$ cat src/hw/rtl/lcgo_pkg.sv
// Shared types, codes and helpers for the line crossing grid odometer.
package lcgo_pkg;

   localparam int unsigned SAMPLE_W = 10;
   localparam int unsigned WAIT_W   = 16;
   localparam int unsigned POS_W    = 16;
   localparam int unsigned SM_W     = 8;

   localparam logic [SAMPLE_W-1:0] THRESHOLD_RESET = 10'd512;
   localparam logic [WAIT_W-1:0]   WAIT_RESET      = 16'd20;

   localparam logic [SM_W-1:0] SM_SIGN = 8'h80;
   localparam logic [SM_W-2:0] SM_MAX  = 7'h7f;

   typedef enum logic [1:0] {
      OP_SAMPLE = 2'd0,
      OP_TICK   = 2'd1,
      OP_TURN   = 2'd2,
      OP_LOAD   = 2'd3
   } op_type;

   typedef enum logic [1:0] {
      PH_NOPUSH          = 2'd0,
      PH_MAYBE           = 2'd1,
      PH_MAYBE_FROM_PUSH = 2'd2,
      PH_PUSHED          = 2'd3
   } phase_type;

   typedef enum logic [1:0] {
      HEAD_UP    = 2'd0,
      HEAD_RIGHT = 2'd1,
      HEAD_DOWN  = 2'd2,
      HEAD_LEFT  = 2'd3
   } heading_type;

   typedef enum logic {
      REG_THRESHOLD = 1'b0,
      REG_WAIT      = 1'b1
   } reg_index_type;

   typedef struct packed {
      logic [SAMPLE_W-1:0] threshold_code;
      logic [WAIT_W-1:0]   wait_reload;
   } cfg_type;

   typedef struct packed {
      op_type                  operation;
      logic [SAMPLE_W-1:0]     sample_code;
      logic                    turn_right;
      logic signed [POS_W-1:0] load_x;
      logic signed [POS_W-1:0] load_y;
      logic [1:0]              load_heading;
   } item_type;

   typedef struct packed {
      logic                    line_present;
      logic                    crossing_counted;
      logic [1:0]              heading;
      logic signed [POS_W-1:0] pos_x;
      logic signed [POS_W-1:0] pos_y;
      logic [SM_W-1:0]         pos_x_signmag;
      logic [SM_W-1:0]         pos_y_signmag;
   } result_type;

   // sign bit plus magnitude clamped to 127
   function automatic logic [SM_W-1:0] sign_mag(input logic signed [POS_W-1:0] v);
      logic [POS_W-1:0] neg;
      logic [SM_W-1:0]  res;
      neg = POS_W'(-v);
      if (v[POS_W-1]) begin
         if (v < -16'sd127) res = SM_SIGN | {1'b0, SM_MAX};
         else res = SM_SIGN | {1'b0, neg[SM_W-2:0]};
      end else begin
         if (v > 16'sd127) res = {1'b0, SM_MAX};
         else res = {1'b0, v[SM_W-2:0]};
      end
      return res;
   endfunction

endpackage

$ cat src/hw/rtl/lcgo_csr.sv
// APB-style register file: sensor threshold and debounce wait.
module lcgo_csr (
   input  logic                 clock,
   input  logic                 reset,
   input  logic                 csr_psel,
   input  logic                 csr_penable,
   input  logic                 csr_pwrite,
   input  logic [2:0]           csr_paddr,
   input  logic [31:0]          csr_pwdata,
   output logic [31:0]          csr_prdata,
   output logic                 csr_pready,
   output lcgo_pkg::cfg_type    cfg
);

   logic [lcgo_pkg::SAMPLE_W-1:0] threshold_ff;
   logic [lcgo_pkg::SAMPLE_W-1:0] threshold_in;
   logic [lcgo_pkg::WAIT_W-1:0]   wait_ff;
   logic [lcgo_pkg::WAIT_W-1:0]   wait_in;
   logic                          wr_en;
   lcgo_pkg::reg_index_type       idx;

   assign csr_pready = 1'b1;
   assign wr_en      = csr_psel & csr_penable & csr_pwrite & csr_pready;
   // word-aligned decode; low address bits are ignored
   assign idx        = lcgo_pkg::reg_index_type'(csr_paddr[2]);

   always_comb begin
      threshold_in = threshold_ff;
      wait_in      = wait_ff;
      if (wr_en) begin
         case (idx)
            lcgo_pkg::REG_THRESHOLD: threshold_in = csr_pwdata[lcgo_pkg::SAMPLE_W-1:0];
            lcgo_pkg::REG_WAIT:      wait_in      = csr_pwdata[lcgo_pkg::WAIT_W-1:0];
            default: ;
         endcase
      end
   end

   always_ff @(posedge clock) begin
      if (reset) begin
         threshold_ff <= lcgo_pkg::THRESHOLD_RESET;
         wait_ff      <= lcgo_pkg::WAIT_RESET;
      end else begin
         threshold_ff <= threshold_in;
         wait_ff      <= wait_in;
      end
   end

   always_comb begin
      case (idx)
         lcgo_pkg::REG_THRESHOLD: csr_prdata = 32'(threshold_ff);
         lcgo_pkg::REG_WAIT:      csr_prdata = 32'(wait_ff);
         default:                 csr_prdata = 32'd0;
      endcase
   end

   assign cfg.threshold_code = threshold_ff;
   assign cfg.wait_reload    = wait_ff;

endmodule

$ cat src/hw/rtl/lcgo_core.sv
// Odometer state: debounce machine, wait counter, heading and grid position.
module lcgo_core (
   input  logic                  clock,
   input  logic                  reset,
   input  logic                  step,
   input  lcgo_pkg::item_type    item,
   input  lcgo_pkg::cfg_type     cfg,
   output lcgo_pkg::result_type  result
);

   lcgo_pkg::phase_type             phase_ff, phase_in;
   logic                            deb_ff, deb_in;
   logic                            handled_ff, handled_in;
   logic [lcgo_pkg::WAIT_W-1:0]     wait_ff, wait_in;
   logic [1:0]                      head_ff, head_in;
   logic signed [lcgo_pkg::POS_W-1:0] x_ff, x_in;
   logic signed [lcgo_pkg::POS_W-1:0] y_ff, y_in;
   logic                            line;
   logic                            crossed;

   assign line = item.sample_code > cfg.threshold_code;

   always_comb begin
      phase_in   = phase_ff;
      deb_in     = deb_ff;
      handled_in = handled_ff;
      wait_in    = wait_ff;
      head_in    = head_ff;
      x_in       = x_ff;
      y_in       = y_ff;
      crossed    = 1'b0;
      case (item.operation)
         lcgo_pkg::OP_SAMPLE: begin
            if (wait_ff == '0) begin
               wait_in = cfg.wait_reload;
               case (phase_ff)
                  lcgo_pkg::PH_NOPUSH: begin
                     phase_in = line ? lcgo_pkg::PH_MAYBE : lcgo_pkg::PH_NOPUSH;
                  end
                  lcgo_pkg::PH_MAYBE: begin
                     if (line) begin
                        phase_in   = lcgo_pkg::PH_PUSHED;
                        deb_in     = 1'b1;
                        handled_in = 1'b0;
                     end else begin
                        phase_in = lcgo_pkg::PH_NOPUSH;
                        deb_in   = 1'b0;
                     end
                  end
                  lcgo_pkg::PH_MAYBE_FROM_PUSH: begin
                     if (line) begin
                        phase_in = lcgo_pkg::PH_PUSHED;
                     end else begin
                        phase_in = lcgo_pkg::PH_NOPUSH;
                        deb_in   = 1'b0;
                     end
                  end
                  default: begin
                     phase_in = line ? lcgo_pkg::PH_PUSHED : lcgo_pkg::PH_MAYBE_FROM_PUSH;
                  end
               endcase
            end
            // a pending crossing counts even while the machine holds
            if (deb_in && !handled_in) begin
               handled_in = 1'b1;
               crossed    = 1'b1;
               case (lcgo_pkg::heading_type'(head_ff))
                  lcgo_pkg::HEAD_UP:    y_in = y_ff + 16'sd1;
                  lcgo_pkg::HEAD_RIGHT: x_in = x_ff + 16'sd1;
                  lcgo_pkg::HEAD_DOWN:  y_in = y_ff - 16'sd1;
                  default:              x_in = x_ff - 16'sd1;
               endcase
            end
         end
         lcgo_pkg::OP_TICK: begin
            if (wait_ff != '0) wait_in = wait_ff - 16'd1;
         end
         lcgo_pkg::OP_TURN: begin
            head_in = item.turn_right ? head_ff + 2'd1 : head_ff - 2'd1;
         end
         default: begin
            x_in    = item.load_x;
            y_in    = item.load_y;
            head_in = item.load_heading;
         end
      endcase
   end

   always_ff @(posedge clock) begin
      if (reset) begin
         phase_ff   <= lcgo_pkg::PH_NOPUSH;
         deb_ff     <= 1'b0;
         handled_ff <= 1'b0;
         wait_ff    <= '0;
         head_ff    <= 2'd0;
         x_ff       <= '0;
         y_ff       <= '0;
      end else if (step) begin
         phase_ff   <= phase_in;
         deb_ff     <= deb_in;
         handled_ff <= handled_in;
         wait_ff    <= wait_in;
         head_ff    <= head_in;
         x_ff       <= x_in;
         y_ff       <= y_in;
      end
   end

   assign result.line_present     = deb_in;
   assign result.crossing_counted = crossed;
   assign result.heading          = head_in;
   assign result.pos_x            = x_in;
   assign result.pos_y            = y_in;
   assign result.pos_x_signmag    = lcgo_pkg::sign_mag(x_in);
   assign result.pos_y_signmag    = lcgo_pkg::sign_mag(y_in);

endmodule

$ cat src/hw/rtl/line_crossing_grid_odometer.sv
// Top level of the line crossing grid odometer: stream ports, staging and CSRs.
//
// Usage:
//  - req_* carries one input word per handshake; req_tuser holds the operation
//    (sample, tick, turn, load) and req_tdata the operand fields.
//  - rsp_* returns exactly one result word for every accepted input word, in
//    order: debounced line flag, crossing pulse, heading, X/Y position and the
//    saturated sign-magnitude bytes of X and Y.
//  - csr_* is an APB-style port: threshold at 0x0, debounce wait at 0x4.
//    Write it only while no words are in flight.
// Timing:
//  - A word lands in the input register, then the odometer update runs in the
//    cycle that moves it into the result register, which drives rsp_tvalid.
//  - Throughput is one word per cycle while rsp_tready stays high; the only loop
//    is the state update of the debounce machine, wait counter and position.
//  - When rsp_tready is low the result register holds, the input register
//    still fills once, then req_tready drops until the result drains.
// Reset (synchronous): both stages empty, threshold 512, wait 20, debounce
// machine idle, counter zero, heading up, position at the origin.
module line_crossing_grid_odometer (
   input  logic        clock,
   input  logic        reset,
   // req_tdata from bit 0 up: sample_code[9:0], turn_right, load_x[15:0],
   // load_y[15:0], load_heading[1:0], zero fill
   input  logic        req_tvalid,
   output logic        req_tready,
   input  logic [47:0] req_tdata,
   // req_tuser: operation[1:0]
   input  logic [1:0]  req_tuser,
   output logic        rsp_tvalid,
   input  logic        rsp_tready,
   // rsp_tdata from bit 0 up: line_present, crossing_counted, heading[1:0],
   // pos_x[15:0], pos_y[15:0], pos_x_signmag[7:0], pos_y_signmag[7:0], zero fill
   output logic [55:0] rsp_tdata,
   input  logic        csr_psel,
   input  logic        csr_penable,
   input  logic        csr_pwrite,
   input  logic [2:0]  csr_paddr,
   input  logic [31:0] csr_pwdata,
   output logic [31:0] csr_prdata,
   output logic        csr_pready
);

   lcgo_pkg::cfg_type    cfg;
   lcgo_pkg::item_type   item_ff, item_in;
   lcgo_pkg::result_type result;
   lcgo_pkg::result_type rsp_ff;
   logic                 in_valid_ff, in_valid_in;
   logic                 rsp_valid_ff, rsp_valid_in;
   logic                 req_fire;
   logic                 advance;

   lcgo_csr u_csr (
      .clock       (clock),
      .reset       (reset),
      .csr_psel    (csr_psel),
      .csr_penable (csr_penable),
      .csr_pwrite  (csr_pwrite),
      .csr_paddr   (csr_paddr),
      .csr_pwdata  (csr_pwdata),
      .csr_prdata  (csr_prdata),
      .csr_pready  (csr_pready),
      .cfg         (cfg)
   );

   // staged word moves into the result register when that slot frees up
   assign advance    = in_valid_ff & (~rsp_valid_ff | rsp_tready);
   assign req_tready = ~in_valid_ff | advance;
   assign req_fire   = req_tvalid & req_tready;

   always_comb begin
      item_in.operation    = lcgo_pkg::op_type'(req_tuser);
      item_in.sample_code  = req_tdata[9:0];
      item_in.turn_right   = req_tdata[10];
      item_in.load_x       = req_tdata[26:11];
      item_in.load_y       = req_tdata[42:27];
      item_in.load_heading = req_tdata[44:43];
   end

   assign in_valid_in  = req_fire | (in_valid_ff & ~advance);
   assign rsp_valid_in = advance | (rsp_valid_ff & ~rsp_tready);

   lcgo_core u_core (
      .clock  (clock),
      .reset  (reset),
      .step   (advance),
      .item   (item_ff),
      .cfg    (cfg),
      .result (result)
   );

   always_ff @(posedge clock) begin
      if (reset) begin
         in_valid_ff  <= 1'b0;
         rsp_valid_ff <= 1'b0;
      end else begin
         in_valid_ff  <= in_valid_in;
         rsp_valid_ff <= rsp_valid_in;
      end
   end

   // payload registers, no reset
   always_ff @(posedge clock) begin
      if (req_fire) item_ff <= item_in;
      if (advance)  rsp_ff  <= result;
   end

   assign rsp_tvalid = rsp_valid_ff;
   assign rsp_tdata  = {4'd0,
                        rsp_ff.pos_y_signmag,
                        rsp_ff.pos_x_signmag,
                        rsp_ff.pos_y,
                        rsp_ff.pos_x,
                        rsp_ff.heading,
                        rsp_ff.crossing_counted,
                        rsp_ff.line_present};

   // a counted crossing only happens with the debounced flag set
   a_cross_needs_line: assert property (@(posedge clock) disable iff (reset)
      rsp_tvalid && rsp_tdata[1] |-> rsp_tdata[0])
      else $error("crossing reported without debounced line");

   // sign-magnitude sign follows the two's complement sign
   a_signmag_sign: assert property (@(posedge clock) disable iff (reset)
      rsp_tvalid |-> (rsp_tdata[43] == rsp_tdata[19]) && (rsp_tdata[51] == rsp_tdata[35]))
      else $error("sign-magnitude sign mismatch");

   // nothing comes out and the input side is ready in the cycle after reset
   a_reset_empty: assert property (@(posedge clock)
      !reset && $past(reset) |-> !rsp_tvalid && req_tready)
      else $error("stages not empty after reset");

   // an empty staging register always takes a word
   a_stage_ready: assert property (@(posedge clock) disable iff (reset)
      !in_valid_ff |-> req_tready)
      else $error("ready low with empty staging register");

endmodule

$ cat config.mk
export PLATFORM = sky130hd
export DESIGN_NAME = line_crossing_grid_odometer
export DESIGN_NICKNAME = d
export VERILOG_FILES = /design/src/hw/rtl/lcgo_pkg.sv /design/src/hw/rtl/lcgo_csr.sv /design/src/hw/rtl/lcgo_core.sv /design/src/hw/rtl/line_crossing_grid_odometer.sv
export SDC_FILE = /design/constraint.sdc
export NUM_CORES = 1
export LEC_CHECK = 0
export ABC_CLOCK_PERIOD_IN_PS = 6400
export BUFFER_PORTS_ARGS = -buffer_cell sky130_fd_sc_hd__buf_2
export CAP_MARGIN = 20
export CORE_MARGIN = 2
export CORE_UTILIZATION = 60
export DETAILED_ROUTE_END_ITERATION = 8
export MAX_ROUTING_LAYER = met4
export PLACE_DENSITY = 0.85
export SETUP_SLACK_MARGIN = 0.5
export SLEW_MARGIN = 20
export SYNTH_ARGS = -nofsm -noshare
export SYNTH_HDL_FRONTEND = slang
export SYNTH_SLANG_ARGS = --single-unit
$ cat constraint.sdc
create_clock -name clock -period 6.4 [get_ports clock]
set_clock_uncertainty 0.15 [all_clocks]
set_input_delay 1.28 -clock clock [delete_from_list [all_inputs] [get_ports clock]]
set_output_delay 1.28 -clock clock [all_outputs]
set_load 0.005 [all_outputs]
==> metrics.txt, run 1 <==
run status=completed; non-filler cells in the finished layout=1406; DRT antenna net count=0; Top delay family on crit path=compound AO/OA/AOI/OAI gates; Pwr Total=2.82 mW; DRC Markers=0; grt met2 use=45.1%; Final #Nets=1322; core area=15900 um2; diodes inserted=0; share of the yosys chip area belonging to registers=46.4%; clk sinks=179; commonest non-fill, non-tap cells in the layout=buf_2 (140), nand2_1 (136), edfxtp_1 (97); synthesized area=9820 um2; CTS Hold Buffers Added=0; FP Rows=46; fmax=0.196 GHz; first-pass GRT wire length=38.0 mm; Pins Over Slew Limit=0; Setup crit start kind=flip-flop; final setup TNS=0 ns; initial antenna violation count=0; Die Ht=132 um; CP max stage delay=0.67 ns; gpl congestion=0.944; DR vias=8332; CP max FO=17; commonest non-fill, non-tap cell in the layout=buf_2; Power Density=252 nW/um2; Die Area=17400 um2; Die Wd=132 um; Post-CTS Resized=0; number of enable flip-flop cells after synthesis=97; Setup WS pre-CTS=1.46 ns; post-synthesis register bit count=179; relative slew slack=33.2%; IO buf count=140; CTS max path bufs=2; placed insts=1374; Clock transition at path regs=0.08 ns; Max VDD drop=213 uV; DR WL/cell=16.8 um; layout cells sized above 1=17.7%; P&R area growth vs syn=14.0%; worst path bufs/invs=2; predominant post-synthesis flop cell=edfxtp_1; Clock H-tree levels=4; DRT Pass-1 Iters=5; # Post-CTS Setup Buffers=0; CP required=6.45 ns; CTS root buf=clkbuf_16; CTS tree=yes; count of cell types in the netlist=81; Final Core Density=70.2%; asr flop ratio synth=0%; max-cap violation count=0; CTS Buf Count=17; fin crit share=79.6%; io pins=183; Detailed Place HPWL=16.0 mm; final setup vio count=0; gr busiest metal=met2; initial DRC count=712; CP endpoint kind=flip-flop; gr usage total=27.9%; Worst Path Arrival=5.14 ns; slew at the pin with the worst max-slew slack=0.994 ns; total global routing overflow=0; initial core utilization=61.6%; met1 Use GR=35.6%; FF-to-FF setup slack=1.30 ns; synthesized area per cell=9.32 um2; vias in the first global route=7751; DRT Wirelength=23.6 mm; clk_lat worst skew=0.45 ns; min-delay worst type=reg2reg; final worst-path setup slack=1.30 ns; unrepaired setup endpoints after global routing=false; Leakage=4.54 nW; crit path time final=5.10 ns; largest net degree at the start of global routing=100; final hold viol count=0; CP most frequent cell=o21ai_0; Worst path slowest cell=or4b_1; critical path cell sequence=inv_1, ha_1, inv_1, ha_1, a2111o_1, o21ai_0, o21ai_0, xor2_1, mux2i_1, o21ai_0, nand4_1, or4b_1, and4bb_1, nor3_1; vias per cell=5.93; Crit Path Category=reg2reg; warnings from Yosys=0; Mapped Cells=1054; met3 global-route usage=4.88%
[worst reg2reg max path: cells and delay by family (launching register included)]
| family | cells | cell delay (ns) |
|---|---|---|
| fa+ha+maj | 2 | 0.68 |
| compound gates | 4 | 1.58 |
| mux | 1 | 0.08 |
| simple gates | 4 | 1.24 |
| flops | 1 | 0.38 |
| buf+inv | 2 | 0.57 |
| xor+xnor | 1 | 0.15 |
[path summary, 6_finish.rpt]
kind	from	end	cells past startpoint
max	u_core.head_ff[1]$_SDFFE_PP0P_	rsp_tdata[41]$_DFFE_PP_	14
min	u_csr.threshold_ff[6]$_SDFFE_PP0P_	u_csr.threshold_ff[6]$_SDFFE_PP0P_	2
max reg2reg	u_core.head_ff[1]$_SDFFE_PP0P_	rsp_tdata[41]$_DFFE_PP_	14
min reg2reg	u_csr.threshold_ff[6]$_SDFFE_PP0P_	u_csr.threshold_ff[6]$_SDFFE_PP0P_	2
[cell type report]
class / instances / area [um2]
clock inverters: 14 / 143
clock buffers: 18 / 439
multi-input cells: 768 / 4780
repair buffers: 149 / 772
flip-flops and latches: 179 / 4550
well taps: 216 / 270
fillers: 1256 / 4750
inverters: 62 / 234
[cell usage after synthesis (7+ instances only)]
master	instances	area (um2)
nand2_1	136	510
edfxtp_1	97	2910
nor2_1	96	360
a21oi_1	93	465
dfxtp_1	82	1640
inv_1	61	229
ha_1	51	638
o21ai_0	48	240
clkbuf_1	37	139
a211oi_1	34	255
nor3_1	30	150
buf_4	23	173
and2_1	17	106
nand3_1	17	85.1
xnor2_1	15	131
a21o_1	14	105
a22oi_1	10	75.1
nand4_1	10	62.6
and3_1	9	56.3
a31oi_1	8	50.1
o22ai_1	8	50.1
a221oi_1	7	61.3
nor2b_1	7	43.8
or3_1	7	43.8
[kinds of logic after synthesis]
family	after synthesis	share of synthesized area (%)
simple gates	373	18.2
fa+ha+maj	53	6.90
other cells	2	0.0765
mux	10	1.07
compound gates	290	19.8
buf+inv	126	5.71
flops	179	46.4
xor+xnor	21	1.87
[layer usage]
metal  vias to the layer above  routed length (um)
li1                       4061                   -
met1                      3923               10200
met2                       310               11600
met3                        38                1330
met4                         0                 476
met5                         -                   0
[flip-flops by register name, indices dropped and copies added (netlist names)]
register	cells
rsp_tdata	50
item_ff	47
u_core.wait_ff	16
u_core.x_ff	16
u_core.y_ff	16
u_csr.wait_ff	16
u_csr.threshold_ff	10
u_core.head_ff	2
u_core.phase_ff	2
in_valid_ff	1
rsp_tvalid	1
u_core.deb_ff	1
u_core.handled_ff	1
[where the power goes]
group          leakage [nW]  internal, mW  switching (mW)
registers              1.59          1.28          0.0344
logic                  2.66         0.188           0.305
clock network         0.288         0.528           0.490
[stage by stage]
stage | area [um2] | hold WS, ns
after detailed placement | 10600 | 0.298
final | 11200 | 0.305
after floorplan | 9890 | 0.286
after global routing | 11200 | 0.324
after global placement | 10600 | 0.293
after CTS | 11200 | 0.309
(Power assumes the default switching activity.)
==> run 2, diff against run 1 <==
--- a/config.mk
+++ b/config.mk
@@ -5,14 +5,14 @@
 export SDC_FILE = /design/constraint.sdc
 export NUM_CORES = 1
 export LEC_CHECK = 0
-export ABC_CLOCK_PERIOD_IN_PS = 6400
+export ABC_CLOCK_PERIOD_IN_PS = 4400
 export BUFFER_PORTS_ARGS = -buffer_cell sky130_fd_sc_hd__buf_2
 export CAP_MARGIN = 20
 export CORE_MARGIN = 2
-export CORE_UTILIZATION = 60
+export CORE_UTILIZATION = 51
 export DETAILED_ROUTE_END_ITERATION = 8
 export MAX_ROUTING_LAYER = met4
-export PLACE_DENSITY = 0.85
+export PLACE_DENSITY = 0.77
 export SETUP_SLACK_MARGIN = 0.5
 export SLEW_MARGIN = 20
 export SYNTH_ARGS = -nofsm -noshare
==> constraint.sdc (replaced) <==
create_clock -name clock -period 4.4 [get_ports clock]
set_clock_uncertainty 0.15 [all_clocks]
set_input_delay 0.88 -clock clock [delete_from_list [all_inputs] [get_ports clock]]
set_output_delay 0.88 -clock clock [all_outputs]
set_load 0.005 [all_outputs]
==> run 2 against run 1 <==
  * Largest cell class unchanged
  * Combinational power rose by 90%
  * Critical path type unchanged
  * Die area rose by 17%
  * Hold slack improved by 0.0032 ns
  * Maximum frequency rose by 25%
  * Highest routed layer unchanged
  * Register-to-register slack got worse by 0.96 ns
  * Clock power rose by 50%
  * Sequential power rose by 46%
==> metrics.txt, run 2 (same netlist as run 1, synthesis figures left out) <==
run status=completed; max reg flops=50; total global routing overflow=0; Final #Nets=1423; Psw=1.30 mW; Detailed Place HPWL=17.8 mm; diodes inserted=0; CTS max path bufs=2; Die Wd=143 um; slew at the pin with the worst max-slew slack=1.06 ns; Top delay family on crit path=buffers and inverters; P&R area growth vs syn=29.0%; Die Ht=143 um; Reg2Reg Launch Point=u_csr.threshold_ff[5]$_SDFFE_PP0P_; vias in the first global route=8176; CP max FO=6; gr usage total=26.0%; Clock transition at path regs=0.07 ns; IO buf count=140; FF-to-FF setup slack=0.34 ns; worst path bufs/invs=8; Die Area=20400 um2; Setup crit start kind=flip-flop; CP most frequent cell=buf_4; FP Rows=50; hold_ws=0.309 ns; CP endpoint kind=flip-flop; io pins=183; Worst Path Arrival=4.10 ns; vias per cell=5.68; max-cap violation count=0; DRT Wirelength=26.2 mm; Worst path slowest cell=o41a_1; Worst R2R End=rsp_tdata[48]$_DFFE_PP_; initial core utilization=52.2%; final hold viol count=0; Crit Path Category=reg2reg; DRT antenna net count=0; Leakage=5.15 nW; Pins Over Slew Limit=0; Critical Path Stages=19; largest net degree at the start of global routing=37; Pwr Total=4.38 mW; DRT Pass-1 Iters=6; clk_lat worst skew=0.44 ns; DR vias=8807; initial antenna violation count=0; fin crit share=92.3%; final setup vio count=0; Max VDD drop=226 uV; dpl cell area=11300 um2; CTS Hold Buffers Added=0; Flop pwr share=43.6%; crit path time final=4.06 ns; CP required=4.44 ns; fmax=0.246 GHz; layout cells sized above 1=29.7%; Clk pwr share=35.0%; CTS root buf=clkbuf_16; net switching fraction of the power=29.7%; min-delay worst type=reg2reg; Clock H-tree levels=4; first-pass GRT wire length=40.9 mm; Final Cell Area=12700 um2; total internal power=3.08 mW; CP max stage delay=0.41 ns; FF-to-FF path depth=19; DRC Markers=0; core area=18800 um2; initial DRC count=793; DR WL/cell=16.9 um; Critical Path End=rsp_tdata[48]$_DFFE_PP_; clk sinks=179; gpl congestion=0.927; relative slew slack=29.0%; commonest non-fill, non-tap cells in the layout=buf_2 (141), nand2_1 (134), edfxtp_1 (97); crit path from=u_csr.threshold_ff[5]$_SDFFE_PP0P_; CTS Buf Count=17; critical path cell sequence=inv_1, ha_1, nand4_1, a211oi_2, buf_4, a2111oi_4, buf_6, o41a_1, buf_4, nor3_4, a222oi_1, buf_4, buf_4, nor3_4, nand4_1, nor2_1, buf_4, buf_4, a31oi_1; Comb pwr share=21.4%; commonest non-fill, non-tap cell in the layout=buf_2; Power Density=346 nW/um2; CTS tree=yes; # fillers=1421; unrepaired setup endpoints after global routing=true
## run 2: cell types whose count changed in the layout (fill, tap and decap cells not counted), moves of 6 or more
cell	before	now
buf_4	8	89
buf_6	1	19
ha_1	51	37
ha_4	0	12
inv_1	60	54
nor3_1	30	23
o21ai_0	48	40
## run 2: layer usage
metal | track usage [%] | vias up | wire, um
met1 | 34.6 | 4161 | 11600
met4 | 8.34 | 0 | 516
li1 | - | 4266 | -
met3 | 5.00 | 42 | 1710
met5 | - | - | 0
met2 | 40.5 | 338 | 12400
## run 2: what timing repair did
item,4_1_cts,5_1_grt
pin swaps,12,22
hold endpoints to repair,0,0
gates cloned,1,0
setup endpoints to repair,14,14
gates resized for setup,59,51
buffers inserted,24,8
## run 2: cell type report
| cell class | count | area [um2] | area share [%] |
|---|---|---|---|
| Clock buffer | 17 | 425 | 3.36 |
| Clock inverter | 15 | 165 | 1.30 |
| Inverter | 62 | 241 | 1.91 |
| Multi-Input combinational cell | 768 | 5350 | 42.2 |
| Sequential cell | 179 | 4560 | 36.0 |
| Tap cell | 260 | 325 | 2.57 |
| Timing Repair Buffer | 250 | 1610 | 12.7 |
## run 2: worst min-delay path by stage
stage / cells after the start / slack, ns / start / to
after CTS: 2 / 0.31 / u_csr.threshold_ff[5]$_SDFFE_PP0P_ / u_csr.threshold_ff[5]$_SDFFE_PP0P_
after detailed placement: 2 / 0.30 / u_csr.threshold_ff[5]$_SDFFE_PP0P_ / u_csr.threshold_ff[5]$_SDFFE_PP0P_
after global routing: 2 / 0.32 / u_csr.threshold_ff[5]$_SDFFE_PP0P_ / u_csr.threshold_ff[5]$_SDFFE_PP0P_
after global placement: 2 / 0.29 / u_csr.threshold_ff[5]$_SDFFE_PP0P_ / u_csr.threshold_ff[5]$_SDFFE_PP0P_
final: 2 / 0.31 / u_csr.threshold_ff[4]$_SDFFE_PP0P_ / u_csr.threshold_ff[4]$_SDFFE_PP0P_
after floorplan: 2 / 0.29 / u_csr.threshold_ff[1]$_SDFFE_PP0P_ / u_csr.threshold_ff[1]$_SDFFE_PP0P_
## run 2: power by group through the flow
stage                     sequential, mW  clock, mW  combinational, mW
after floorplan                     1.94          0              0.534
after global placement              1.94          0              0.781
after detailed placement            1.94          0              0.799
after CTS                           1.91       1.55              0.869
after global routing                1.92       1.61               1.03
final                               1.91       1.53              0.935
## run 2: metrics by stage
stage / util, % / std cells / setup TNS (ns) / setup slack (ns)
floorplan: - / 1073 / 0 / 0.470
global placement: 59.9 / 1486 / -0.0341 / -0.0230
detailed placement: 59.9 / 1486 / 0 / 0.0124
CTS: 65.7 / 1543 / 0 / 0.306
global route: 67.3 / 1551 / 0 / 0.156
finish: 67.3 / 1551 / 0 / 0.338
## run 2: worst reg2reg max path, delay by kind of cell (launching register included)
| kind | cells | cell delay, ns |
|---|---|---|
| buf+inv | 8 | 1.11 |
| flops | 1 | 0.33 |
| compound gates | 5 | 0.95 |
| fa+ha+maj | 1 | 0.30 |
| simple gates | 5 | 0.99 |
